## src/sv/bmsi_pkg.sv

```systemverilog
// Shared types, constants and bank mask helpers for the bank mapper with scanline IRQ.
// Used by every module of the block; depends on nothing.
package bmsi_pkg;

	localparam int PRG_ADDR_BITS = 19;
	localparam int CHR_ADDR_BITS = 18;
	localparam int MEM_ADDR_W = 19;
	localparam int PRG_BANK_W = PRG_ADDR_BITS - 13;
	localparam int CHR_BANK_W = CHR_ADDR_BITS - 10;
	localparam logic [2:0] SIZE_LOG2_MAX = 3'd5;

	localparam logic [2:0] REQ_CPU_WR = 3'd0;
	localparam logic [2:0] REQ_CPU_RD = 3'd1;
	localparam logic [2:0] REQ_PPU_RD = 3'd2;
	localparam logic [2:0] REQ_PPU_WR = 3'd3;
	localparam logic [2:0] REQ_TICK = 3'd4;

	localparam logic [1:0] TGT_NONE = 2'd0;
	localparam logic [1:0] TGT_PRG_ROM = 2'd1;
	localparam logic [1:0] TGT_PRG_RAM = 2'd2;
	localparam logic [1:0] TGT_CHR = 2'd3;

	localparam logic [1:0] CFG_PRG_SIZE = 2'd0;
	localparam logic [1:0] CFG_CHR_SIZE = 2'd1;
	localparam logic [1:0] CFG_CHR_RAM = 2'd2;

	localparam logic [1:0] REG_BANK = 2'd0;
	localparam logic [1:0] REG_MIRROR = 2'd1;
	localparam logic [1:0] REG_IRQ_CNT = 2'd2;
	localparam logic [1:0] REG_IRQ_EN = 2'd3;

	typedef logic [7:0][7:0] bank_regs_t;

	typedef struct packed {
		logic [2:0] prg_size_log2;
		logic [2:0] chr_size_log2;
		logic       chr_is_ram;
		logic       prg_swap;
		logic       chr_invert;
	} xlate_ctrl_t;

	function automatic logic [PRG_BANK_W-1:0] prg_window_mask(input logic [2:0] lg);
		int n;
		logic [PRG_BANK_W-1:0] m;
		n = ((lg > SIZE_LOG2_MAX) ? 5 : int'(lg)) + 1;
		if (n > PRG_BANK_W) begin
			n = PRG_BANK_W;
		end
		for (int i = 0; i < PRG_BANK_W; i++) begin
			m[i] = (i < n);
		end
		return m;
	endfunction

	function automatic logic [CHR_BANK_W-1:0] chr_window_mask(input logic [2:0] lg);
		int n;
		logic [CHR_BANK_W-1:0] m;
		n = ((lg > SIZE_LOG2_MAX) ? 5 : int'(lg)) + 3;
		if (n > CHR_BANK_W) begin
			n = CHR_BANK_W;
		end
		for (int i = 0; i < CHR_BANK_W; i++) begin
			m[i] = (i < n);
		end
		return m;
	endfunction

endpackage

```

## src/sv/bmsi_xlate.sv

```systemverilog
// Address translation for one bus access: PRG windows, PRG RAM and CHR windows.
// Purely combinational; depends on bmsi_pkg.
module bmsi_xlate import bmsi_pkg::*; (
	input  logic [2:0]            req_type,
	input  logic [15:0]           addr,
	input  xlate_ctrl_t           ctrl,
	input  bank_regs_t            bank_regs,
	output logic [1:0]            target,
	output logic [MEM_ADDR_W-1:0] mem_addr,
	output logic                  mem_write
);

	logic [PRG_BANK_W-1:0]    prg_win_mask;
	logic [PRG_BANK_W-1:0]    prg_win;
	logic [1:0]               prg_slot;
	logic [PRG_ADDR_BITS-1:0] prg_addr;
	logic [CHR_BANK_W-1:0]    chr_win_mask;
	logic [2:0]               chr_slot;
	logic [7:0]               chr_raw;
	logic [CHR_ADDR_BITS-1:0] chr_addr;
	logic                     cpu_rom;
	logic                     cpu_ram;
	logic                     ppu_pat;

	always_comb begin
		prg_win_mask = prg_window_mask(ctrl.prg_size_log2);
		prg_slot = addr[14:13];
		priority if (prg_slot == 2'd1) begin
			prg_win = bank_regs[7][PRG_BANK_W-1:0];
		end else if (prg_slot == 2'd3) begin
			prg_win = prg_win_mask;
		end else if ((prg_slot == 2'd0) != ctrl.prg_swap) begin
			prg_win = bank_regs[6][PRG_BANK_W-1:0];
		end else begin
			prg_win = (prg_win_mask - PRG_BANK_W'(1)) & prg_win_mask;
		end
		prg_addr = {prg_win & prg_win_mask, addr[12:0]};
	end

	always_comb begin
		chr_win_mask = chr_window_mask(ctrl.chr_size_log2);
		chr_slot = addr[12:10] ^ {ctrl.chr_invert, 2'b00};
		if (!chr_slot[2]) begin
			chr_raw = bank_regs[{2'b00, chr_slot[1]}];
			chr_raw = {chr_raw[7:1], chr_slot[0]};
		end else begin
			chr_raw = bank_regs[chr_slot - 3'd2];
		end
		chr_addr = {chr_raw[CHR_BANK_W-1:0] & chr_win_mask, addr[9:0]};
	end

	assign cpu_rom = addr[15];
	assign cpu_ram = (addr[15:13] == 3'b011);
	assign ppu_pat = (addr[15:13] == 3'b000);

	always_comb begin
		target = TGT_NONE;
		mem_addr = '0;
		mem_write = 1'b0;
		unique case (req_type)
			REQ_CPU_RD: begin
				if (cpu_rom) begin
					target = TGT_PRG_ROM;
					mem_addr = MEM_ADDR_W'(prg_addr);
				end else if (cpu_ram) begin
					target = TGT_PRG_RAM;
					mem_addr = MEM_ADDR_W'(addr[12:0]);
				end
			end
			REQ_CPU_WR: begin
				if (!cpu_rom && cpu_ram) begin
					target = TGT_PRG_RAM;
					mem_addr = MEM_ADDR_W'(addr[12:0]);
					mem_write = 1'b1;
				end
			end
			REQ_PPU_RD: begin
				if (ppu_pat) begin
					target = TGT_CHR;
					mem_addr = MEM_ADDR_W'(chr_addr);
				end
			end
			REQ_PPU_WR: begin
				if (ppu_pat && ctrl.chr_is_ram) begin
					target = TGT_CHR;
					mem_addr = MEM_ADDR_W'(chr_addr);
					mem_write = 1'b1;
				end
			end
			default: begin
				target = TGT_NONE;
			end
		endcase
	end

endmodule

```

## src/sv/bank_mapper_scanline_irq_core.sv

```systemverilog
// Top level of the bank mapper with scanline IRQ: input stage, mapper registers,
// IRQ counter and result register. Depends on bmsi_pkg and bmsi_xlate.
//
//   port group | handshake           | carries
//   input      | in_valid, in_ready  | req_type, addr, data
//   result     | out_valid, out_ready| target, mem_addr, mem_write, irq_line, mirror_horizontal
//   config     | cfg_we              | cfg_idx, cfg_data
//
// Each word is registered first in the input stage and then in the result register.
// Throughput is one word per cycle while out_ready is high.
// The mapper and IRQ state update as a word moves from the input stage to the result register.
// A stalled result holds the input stage; in_ready drops only when both are full.
// Reset clears all mapper state and sets chr_is_ram.
module bank_mapper_scanline_irq_core import bmsi_pkg::*; (
	input  logic                  clk,
	input  logic                  arst_n,
	input  logic                  cfg_we,
	input  logic [1:0]            cfg_idx,
	input  logic [2:0]            cfg_data,
	input  logic                  in_valid,
	output logic                  in_ready,
	input  logic [2:0]            req_type,
	input  logic [15:0]           addr,
	input  logic [7:0]            data,
	output logic                  out_valid,
	input  logic                  out_ready,
	output logic [1:0]            target,
	output logic [MEM_ADDR_W-1:0] mem_addr,
	output logic                  mem_write,
	output logic                  irq_line,
	output logic                  mirror_horizontal
);

	logic [2:0]  prg_size_q;
	logic [2:0]  chr_size_q;
	logic        chr_ram_q;
	logic [2:0]  bank_select_q;
	logic        prg_swap_q;
	logic        chr_invert_q;
	bank_regs_t  bank_regs_q;
	logic        mirror_q;
	logic [7:0]  irq_period_q;
	logic [7:0]  irq_count_q;
	logic        irq_rearm_q;
	logic        irq_en_q;
	logic        irq_pend_q;

	logic        valid_s1;
	logic [2:0]  req_s1;
	logic [15:0] addr_s1;
	logic [7:0]  data_s1;

	logic        out_valid_q;
	logic [1:0]  target_q;
	logic [MEM_ADDR_W-1:0] mem_addr_q;
	logic        mem_write_q;
	logic        irq_q;
	logic        mirror_out_q;

	logic        advance;
	xlate_ctrl_t ctrl;
	logic [1:0]  x_target;
	logic [MEM_ADDR_W-1:0] x_addr;
	logic        x_write;

	logic [2:0]  bank_select_d;
	logic        prg_swap_d;
	logic        chr_invert_d;
	bank_regs_t  bank_regs_d;
	logic        mirror_d;
	logic [7:0]  irq_period_d;
	logic [7:0]  irq_count_d;
	logic        irq_rearm_d;
	logic        irq_en_d;
	logic        irq_pend_d;

	assign advance = valid_s1 && (!out_valid_q || out_ready);
	assign in_ready = !valid_s1 || advance;

	assign ctrl = '{
		prg_size_log2: prg_size_q,
		chr_size_log2: chr_size_q,
		chr_is_ram:    chr_ram_q,
		prg_swap:      prg_swap_q,
		chr_invert:    chr_invert_q
	};

	bmsi_xlate u_xlate (
		.req_type  (req_s1),
		.addr      (addr_s1),
		.ctrl      (ctrl),
		.bank_regs (bank_regs_q),
		.target    (x_target),
		.mem_addr  (x_addr),
		.mem_write (x_write)
	);

	always_comb begin
		bank_select_d = bank_select_q;
		prg_swap_d = prg_swap_q;
		chr_invert_d = chr_invert_q;
		bank_regs_d = bank_regs_q;
		mirror_d = mirror_q;
		irq_period_d = irq_period_q;
		irq_count_d = irq_count_q;
		irq_rearm_d = irq_rearm_q;
		irq_en_d = irq_en_q;
		irq_pend_d = irq_pend_q;
		if (req_s1 == REQ_CPU_WR && addr_s1[15]) begin
			unique case (addr_s1[14:13])
				REG_BANK: begin
					if (!addr_s1[0]) begin
						bank_select_d = data_s1[2:0];
						prg_swap_d = data_s1[6];
						chr_invert_d = data_s1[7];
					end else begin
						bank_regs_d[bank_select_q] = data_s1;
					end
				end
				REG_MIRROR: begin
					if (!addr_s1[0]) begin
						mirror_d = data_s1[0];
					end
				end
				REG_IRQ_CNT: begin
					if (!addr_s1[0]) begin
						irq_period_d = data_s1;
					end else begin
						irq_count_d = '0;
						irq_rearm_d = 1'b1;
					end
				end
				REG_IRQ_EN: begin
					if (!addr_s1[0]) begin
						irq_en_d = 1'b0;
						irq_pend_d = 1'b0;
					end else begin
						irq_en_d = 1'b1;
					end
				end
				default: begin
					mirror_d = mirror_q;
				end
			endcase
		end else if (req_s1 == REQ_TICK) begin
			if (irq_count_q == '0 || irq_rearm_q) begin
				irq_count_d = irq_period_q;
				irq_rearm_d = 1'b0;
			end else begin
				irq_count_d = irq_count_q - 8'd1;
			end
			if (irq_count_d == '0 && irq_en_q) begin
				irq_pend_d = 1'b1;
			end
		end
	end

	always_ff @(posedge clk or negedge arst_n) begin
		if (!arst_n) begin
			prg_size_q <= '0;
			chr_size_q <= '0;
			chr_ram_q <= 1'b1;
		end else if (cfg_we) begin
			unique case (cfg_idx)
				CFG_PRG_SIZE: prg_size_q <= cfg_data;
				CFG_CHR_SIZE: chr_size_q <= cfg_data;
				CFG_CHR_RAM: chr_ram_q <= cfg_data[0];
				default: chr_ram_q <= chr_ram_q;
			endcase
		end
	end

	always_ff @(posedge clk or negedge arst_n) begin
		if (!arst_n) begin
			bank_select_q <= '0;
			prg_swap_q <= 1'b0;
			chr_invert_q <= 1'b0;
			bank_regs_q <= '0;
			mirror_q <= 1'b0;
			irq_period_q <= '0;
			irq_count_q <= '0;
			irq_rearm_q <= 1'b0;
			irq_en_q <= 1'b0;
			irq_pend_q <= 1'b0;
		end else if (advance) begin
			bank_select_q <= bank_select_d;
			prg_swap_q <= prg_swap_d;
			chr_invert_q <= chr_invert_d;
			bank_regs_q <= bank_regs_d;
			mirror_q <= mirror_d;
			irq_period_q <= irq_period_d;
			irq_count_q <= irq_count_d;
			irq_rearm_q <= irq_rearm_d;
			irq_en_q <= irq_en_d;
			irq_pend_q <= irq_pend_d;
		end
	end

	always_ff @(posedge clk or negedge arst_n) begin
		if (!arst_n) begin
			valid_s1 <= 1'b0;
			out_valid_q <= 1'b0;
		end else begin
			if (in_ready) begin
				valid_s1 <= in_valid;
			end
			if (advance) begin
				out_valid_q <= 1'b1;
			end else if (out_ready) begin
				out_valid_q <= 1'b0;
			end
		end
	end

	always_ff @(posedge clk) begin
		if (in_valid && in_ready) begin
			req_s1 <= req_type;
			addr_s1 <= addr;
			data_s1 <= data;
		end
		if (advance) begin
			target_q <= x_target;
			mem_addr_q <= x_addr;
			mem_write_q <= x_write;
			irq_q <= irq_pend_d;
			mirror_out_q <= mirror_d;
		end
	end

	assign out_valid = out_valid_q;
	assign target = target_q;
	assign mem_addr = mem_addr_q;
	assign mem_write = mem_write_q;
	assign irq_line = irq_q;
	assign mirror_horizontal = mirror_out_q;

endmodule

```

## config.mk

```make
export PLATFORM = sky130hd
export DESIGN_NAME = bank_mapper_scanline_irq_core
export DESIGN_NICKNAME = d
export VERILOG_FILES = /design/src/sv/bmsi_pkg.sv /design/src/sv/bmsi_xlate.sv /design/src/sv/bank_mapper_scanline_irq_core.sv
export SDC_FILE = /design/constraint.sdc
export NUM_CORES = 1
export LEC_CHECK = 0
export ABC_AREA = 1
export BUFFER_PORTS_ARGS = -buffer_cell sky130_fd_sc_hd__buf_4
export CORE_ASPECT_RATIO = 0.6
export CORE_MARGIN = 2
export CORE_UTILIZATION = 35
export CTS_BUF_LIST = sky130_fd_sc_hd__clkbuf_2
export CTS_CLUSTER_DIAMETER = 200
export CTS_CLUSTER_SIZE = 28
export DETAILED_ROUTE_END_ITERATION = 6
export GPL_TIMING_DRIVEN = 0
export PLACE_DENSITY = 0.57
export SYNTH_ARGS = -nofsm -noshare
export SYNTH_HDL_FRONTEND = slang
export SYNTH_SLANG_ARGS = --single-unit
```

## constraint.sdc

```tcl
create_clock -name clk -period 2.7 [get_ports clk]
set_input_delay 0.405 -clock clk [delete_from_list [all_inputs] [get_ports clk]]
set_output_delay 0.405 -clock clk [all_outputs]
set_load 0.03 [all_outputs]
```

== Word level (Yosys, flattened, before mapping) ==
Cells that the tools add are included.

* Add/sub/neg operators: 5
* Magnitude comparators: 22
* Eq/ne operators: 13
* Multiplexer cells: 53
* Bitwise logic cells: 5
* Reduce and logical (&&, ||, !) cells: 31

{| class="wikitable"
|+ Operator list
! cell !! number
|-
| $lt 4x32->1 const A || 6
|-
| $lt 3x32->1 const A || 4
|-
| $mux 8 || 12
|-
| $pmux 19 s4 || 1
|-
| $bwmux 64 || 1
|-
| $lt 1x32->1 const A || 2
|-
| $lt 2x32->1 const A || 2
|-
| $mux 32 || 2
|-
| $mux 18 || 2
|-
| $add 32x2->32 const B || 1
|-
| $add 32x3->32 const B || 1
|-
| $gt 32x4->1 const B || 1
|-
| $gt 32x5->1 const B || 1
|-
| $mux 13 || 2
|-
| $bmux 8 s3 || 1
|-
| $demux 8 s3 || 1
|-
| $mux 19 || 1
|-
| $mux 1 || 18
|-
| $mux 6 || 3
|-
| $logic_not 8->1 || 2
|-
| $reduce_and 4->1 || 4
|-
| $and 6x6->6 || 2
|-
| $mux 2 || 5
|-
| $eq 3x2->1 const B || 3
|-
| other kinds (29) || 51
|}

* Register bits after elaboration: 149
* Output and inout port bits: 26
* Logic and storage cells: 159

== Logic depth before layout (Yosys ltp) ==
Gate-level depths: netlist (run 1).

* Depth in word-level cells: 14
* Gate-level depth with buffers: 13
* Depth with buffers taken out: 13

== Modules after synthesis ==
A second synthesis (run 1) with hierarchy kept.

* Cell total of the unflattened synthesis: 760
* Area total of the unflattened synthesis: 6752.7 sq um

{| class="wikitable"
|+ By module, submodules not included
! module !! times used !! cells an instance !! area each (sq um) !! seq. area each (sq um)
|-
| bank_mapper_scanline_irq_core || 1 || 503 || 5644.2 || 3985.1
|-
| bmsi_xlate || 1 || 257 || 1108.6 || 0.0
|}

== Worst setup path before layout (run 1) ==
No wires, ideal clock.

* Kind: register to register
* Start: register out_valid_q (netlist: out_valid)
* End: register irq_period_q[6]
* Arrival time: 1.970 ns
* Required time: 2.575 ns
* Setup slack: 0.604 ns
* Cell stages (with the launch flop): 8
* Buffers on the path: 1
* Cells stage by stage: dfrtp_1 -> nand2_1 -> nand2_1 -> inv_1 -> nand4_2 -> buf_2 -> nand2_1 -> o21ai_1

* Longest elaborated chain between the ends: 4

{| class="wikitable"
|+ Ends and longest elaborated chain
! what !! RTL line !! text
|-
| start: declaration || bank_mapper_scanline_irq_core.sv:53 || <nowiki>logic out_valid_q;</nowiki>
|-
| start signal: assignment || bank_mapper_scanline_irq_core.sv:202 || <nowiki>out_valid_q <= 1'b0;</nowiki>
|-
| start signal: assignment || bank_mapper_scanline_irq_core.sv:208 || <nowiki>out_valid_q <= 1'b1;</nowiki>
|-
| start signal: assignment || bank_mapper_scanline_irq_core.sv:210 || <nowiki>out_valid_q <= 1'b0;</nowiki>
|-
| $logic_not 1->1 || bank_mapper_scanline_irq_core.sv:77 || <nowiki>assign advance = valid_s1 && (!out_valid_q || out_ready);</nowiki>
|-
| $logic_or 1x1->1 || bank_mapper_scanline_irq_core.sv:77 ||
|-
| $logic_and 1x1->1 || bank_mapper_scanline_irq_core.sv:77 ||
|-
| named net advance || bank_mapper_scanline_irq_core.sv:60 || <nowiki>logic advance;</nowiki>
|-
| $reduce_and 4->1 (no source line) || -- ||
|-
| end signal: assignment || bank_mapper_scanline_irq_core.sv:191 || <nowiki>irq_period_q <= irq_period_d;</nowiki>
|-
| end: declaration || bank_mapper_scanline_irq_core.sv:42 || <nowiki>logic [7:0] irq_period_q;</nowiki>
|}

The timed path passes the listed nets, and every way through them passes these cells.
A chain may end at the register's enable or synchronous reset.

== Worst setup path in the final report (run 1) ==
Ends and elaborated chain as after synthesis.

==> reports/qor.csv, run 1 <==
metric,value,unit
most instantiated library cell after synthesis,nand2_1,
"Primary FF master, synth",dfrtp_1,
WL final,17.1,mm
via count,5038,
htree depth,4,
period utilisation layout,88.5,%
maximum vdd drop,0.380,mV
Max Buffers Root-to-Sink,2,
Setup TNS Final,0,ns
Max Fclk,419,MHz
DRC,0,
Syn Nets,694,
postcts setup bufs,0,
n_diodes,0,
Pleak,3.61,nW
vias in the first global route,4787,
post-synth top area cell,dfrtp_1,
clk_lat worst skew,0.70,ns
CP required,3.33,ns
FF-to-FF path depth,7,
Nets,812,
core area,18000,um2
IO Count,63,
met2 usage,23.9,%
synth cell count leaders,"nand2_1 (148), dfrtp_1 (91), inv_1 (69), o21ai_1 (63), nor2_1 (57)",
YS warnings,0,
Num CTS Buffers,17,
global route total overflow,0,
root buf cell,clkbuf_2,
sequential area share after synthesis,60.1,%
Synth-to-Final Area Change,21.5,%
Hold Crit Class,input pin to flop,
fin. max-slew vios,0,
drt wl/cell,16.7,um
hold path cells,3,
DIE WIDTH,178,um
initial antenna violation count,0,
FF/Latch Area,3830,um2
maxcap violations,0,
port bufs,62,
total power,5.08,mW
Routed Antenna Nets,0,
drt initial violations,545,
"CTS clk-pin slew, worst paths",0.25,ns
GRT met1 Usage,30.3,%
die area,19400,um2
"FFs w/ async S/R, synth",64.3,%
Setup CP Type,flop to flop,
largest net degree at the start of global routing,93,
Worst Min Path Start,cfg_we,
CP max FO,30,
Final Hold Viols,0,
WP data arrival,3.02,ns
synthesized area per cell,9.77,um2
pre-CTS setup slack,-0.0933,ns
setup violators final,0,
Synth top area share,35.7,%
Mapped Cells,653,
Hold Path Sink,prg_size_q[0],
Total GRT Usage,18.8,%
Initial Util,35.5,%
CTS sink count,143,
share of cells above drive strength 1,17.2,%
DP Wirelength,11.9,mm
final setup margin,0.311,ns
CTS tree,done,
number of synthesized flops with an enable pin,51,
outcome,completed,
combined area of the multi-input logic cells,2150,um2
met3 Usage GRT,5.63,%
DRT Pass-1 Iters,5,
Worst Tran Pin Value,1.23,ns
fillers,1755,
Seq cells post-synth,143,
first-pass GRT wire length,27.0,mm
synth top area cells,"dfrtp_1 (36%), edfxtp_1 (24%), nand2_1 (8.7%)",
RR Startpoint,out_valid,
unrepaired setup endpoints after global routing,no,
Post-Syn Area,6380,um2
Die Ht,109,um
Worst Skew,0.0292,ns
flop2flop setup slack,0.31,ns
Period minus WS final,2.39,ns
CP Capture Type,flop,
count of cell types in the netlist,40,
Worst slew margin,18.1,%
FF-to-FF End,irq_period_q[6],
Placer Congestion,0.901,
Pwr Density,656,nW/um2
crit path launch type,flop,
Via-to-Cell Ratio,4.92,
row count,38,
GR peak layer,met1,
[flip-flops by register name (all words and copies together) (netlist names), 2 cells and up]
signal / cells
target: 2
irq_period_q: 8
prg_size_q: 3
data_s1: 8
addr_s1: 16
irq_count_q: 8
req_s1: 3
bank_select_q: 3
bank_regs_q: 58
mem_addr: 19
chr_size_q: 3
[worst max-delay path by stage]
stage,start,cells after the start,to,slack [ns]
after floorplan,out_valid,7,irq_period_q[6],0.60
after detailed placement,out_ready,9,irq_period_q[6],-0.09
after CTS,out_valid,6,irq_period_q[2],0.29
after global routing,out_valid,7,irq_period_q[7],0.08
final,out_valid,7,irq_period_q[6],0.31
after global placement,out_ready,9,irq_period_q[6],-0.09
[per-stage QoR]
| stage | utilization, % | hold slack, ns | instance area (um2) | cells |
|---|---|---|---|---|
| finish | 43.1 | 0.101 | 7750 | 1024 |
| global route | 43.1 | 0.0585 | 7750 | 1024 |
| CTS | 43.1 | 0.0559 | 7750 | 1024 |
| detailed placement | 39.8 | 0.474 | 7140 | 955 |
| global placement | 39.8 | 0.467 | 7140 | 955 |
| floorplan | - | 0.109 | 6380 | 653 |
[cells in the final DEF, fill, tap and decap left out, types with 4 or more instances in the layout]
cell type / Yosys / final
inv_1: 69 / 68
dlygate4sd3_1: 0 / 37
clkbuf_1: 7 / 7
xor2_1: 4 / 4
nor2_2: 5 / 5
nor2_1: 57 / 57
ha_1: 4 / 4
nand2_1: 148 / 148
buf_6: 8 / 8
o21ai_2: 4 / 4
o22ai_1: 6 / 6
edfxtp_1: 51 / 51
nand3_1: 28 / 28
a21oi_1: 8 / 8
clkbuf_2: 0 / 17
buf_4: 0 / 62
o21ai_0: 50 / 50
o221ai_1: 8 / 8
o21ai_1: 63 / 63
nand2_4: 9 / 9
inv_6: 0 / 5
dfrtp_1: 91 / 91
[per-layer routing]
layer | share of wire, % | vias to the layer above
met3 | 7.9 | 14
li1 | - | 2416
met4 | 0.83 | 0
met5 | 0 | -
met2 | 38 | 169
met1 | 53 | 2439
[cell type report]
type / instances / area share (%)
multi-input combinational: 422 / 27.7
buffer: 17 / 1.63
sequential: 143 / 49.5
clock buffer: 17 / 1.10
inverter: 71 / 3.49
clock inverter: 15 / 1.90
timing repair buffer: 99 / 10.8
tap: 240 / 3.87
[report_power, final]
part	switching [mW]	internal [mW]	leakage [nW]
Clock	0.894	0.366	0.146
Combinational	0.808	0.418	1.71
Sequential	0.135	2.46	1.75
[timing repair]
item	in CTS	in global routing
resized for setup	1	0
setup endpoints to repair	6	0
hold buffers	37	0
hold endpoints to repair	127	0
[cell families (layout without fill, tap and decap cells)]
family | after synthesis | in the layout | share of synthesized area (%)
compound gates | 150 | 150 | 13.3
mux | 1 | 1 | 0.157
buf+inv | 88 | 219 | 6.16
xor+xnor | 6 | 6 | 0.824
fa+ha+maj | 4 | 4 | 0.785
flops | 143 | 143 | 60.1
simple gates | 261 | 261 | 18.7
[critical path, cell delays in order, from the launching register on]
cell        delay, ns
dfrtp_1          0.43
nand2_1          0.08
nand2_1          0.24
clkinvlp_4       0.69
nand4_2          0.47
buf_2            0.26
nand2_1          0.07
o21ai_1          0.07
Power figures use the tool's default switching activity.
==> run 2, diff against run 1 <==
Settings changed: CTS_BUF_LIST sky130_fd_sc_hd__clkbuf_2 to sky130_fd_sc_hd__clkbuf_8.
==> run 2 against run 1 <==
  * Via count down 3.1%
  * Sequential cell count unchanged
  * Sequential power about the same
  * Register-to-register slack better by 0.04 ns
  * Cell count down 3.6%
  * Worst hold slack better by 0.016 ns
  * Total power up 7.5%
  * Utilization down 1.2 points
  * Die area unchanged
  * Critical endpoint is now irq_period_q[2]
==> reports/qor.csv, run 2 (synthesized netlist as in run 1, its figures left out) <==
metric,value,unit
Num CTS Buffers,17,
Worst Tran Pin Value,1.21,ns
Area after DPL,7140,um2
maxcap violations,0,
die area,19400,um2
DRT Pass-1 Iters,7,
hold path cells,1,
fillers,1793,
"commonest cells after routing, fill and taps aside","nand2_1 (148), dfrtp_1 (91), inv_1 (68)",
Via-to-Cell Ratio,4.95,
worst setup path startpoint,out_valid,
WL final,16.7,mm
fin. max-slew vios,0,
FF-to-FF path depth,6,
setup violators final,0,
total power,5.46,mW
initial antenna violation count,0,
Period minus WS final,2.35,ns
FF-to-FF End,irq_period_q[2],
drt wl/cell,16.9,um
via count,4881,
Hold Path Sink,addr_s1[3],
DP Wirelength,11.9,mm
DRC,0,
"commonest non-fill, non-tap cell in the layout",nand2_1,
flop2flop setup slack,0.35,ns
Worst slew margin,19.2,%
IO Count,63,
root buf cell,clkbuf_8,
RR Startpoint,out_valid,
Worst Skew,0.0126,ns
CTS Hold Bufs,0,
Max Buffers Root-to-Sink,2,
crit-path cells,nand2_1 > nand2_1 > clkinvlp_4 > nand4_2 > buf_2 > o21ai_0,
Largest register FFs,58,
CP max FO,30,
postcts setup bufs,0,
crit path launch type,flop,
Routed Antenna Nets,0,
first-pass GRT wire length,26.4,mm
row count,38,
DIE WIDTH,178,um
Hold Crit Class,input pin to flop,
Critical-path top delay cell,clkinvlp_4,
unrepaired setup endpoints after global routing,no,
htree depth,4,
CTS tree,done,
WP buf/inv,2,
port bufs,62,
Worst Min Path Start,addr[3],
Setup TNS Final,0,ns
Final Hold Viols,0,
Final Instance Area,7530,um2
Max Fclk,425,MHz
Setup CP Type,flop to flop,
maximum vdd drop,0.383,mV
Die Ht,109,um
crit-path most repeated cell,nand2_1,
global route total overflow,0,
clk_lat worst skew,0.45,ns
WP data arrival,2.66,ns
n_diodes,0,
CP max stage delay,0.70,ns
largest net degree at the start of global routing,93,
period utilisation layout,87.1,%
Hold WS,0.117,ns
Initial Util,35.5,%
Total GRT Usage,18.4,%
vias in the first global route,4625,
Largest Register,bank_regs_q,
Placer Congestion,0.901,
CP required,3.01,ns
core area,18000,um2
drt initial violations,513,
CTS sink count,143,
"CTS clk-pin slew, worst paths",0.09,ns
Pleak,3.51,nW
CP Capture Type,flop,
share of cells above drive strength 1,18.1,%
top cell family by delay on the critical path,buffers and inverters,
outcome,completed,
Nets,775,
Pwr Density,726,nW/um2
Synth-to-Final Area Change,18.0,%
## run 2: changes by cell type in the layout (fill, tap and decap cells not counted)
cell	change
clkbuf_8	+17
dlygate4sd3_1	-37
clkbuf_2	-17
## run 2: through the flow
stage / instances / setup WS, ns / utilization, %
CTS: 987 / 0.316 / 41.9
finish: 987 / 0.349 / 41.9
global placement: 955 / -0.0858 / 39.8
floorplan: 653 / 0.604 / -
global route: 987 / 0.144 / 41.9
detailed placement: 955 / -0.0933 / 39.8
## run 2: worst max-delay path by stage
stage | endpoint | slack [ns] | cells past startpoint
5_1_grt | irq_period_q[6] | 0.14 | 7
4_1_cts | irq_period_q[2] | 0.32 | 6
3_3_place_gp | irq_period_q[6] | -0.09 | 9
3_5_place_dp | irq_period_q[6] | -0.09 | 9
6_report | irq_period_q[2] | 0.35 | 6
2_1_floorplan | irq_period_q[6] | 0.60 | 7
## run 2: repair_timing
item                                    4_1_cts  5_1_grt
hold endpoints to repair                      0        0
endpoints found under the setup margin        2        0
resized for setup                             1        0
## run 2: area by class of cell
cell class              count  area (um2)  area share (%)
flip-flops and latches    143        3830            50.9
multi-input cells         422        2150            28.6
repair buffers             62         465            6.18
well taps                 240         300            3.99
inverters                  71         270            3.59
clock buffers              17         234            3.11
clock inverters            15         148            1.96
plain buffers              17         126            1.68
## run 2: per-layer routing
| metal | up-vias | GRT usage [%] | part of all wire, % |
|---|---|---|---|
| met5 | - | 0 | 0 |
| met4 | 0 | 4.47 | 0.79 |
| met3 | 17 | 6.01 | 8.9 |
| met2 | 171 | 22.9 | 37 |
| met1 | 2353 | 29.7 | 53 |
| li1 | 2340 | - | - |
## run 2: power breakdown
group          internal (mW)  leakage, nW  total, mW  switching (mW)
Sequential              2.46         1.75       2.60           0.136
Combinational          0.380         1.56       1.18           0.800
Clock                  0.758        0.197       1.69           0.931
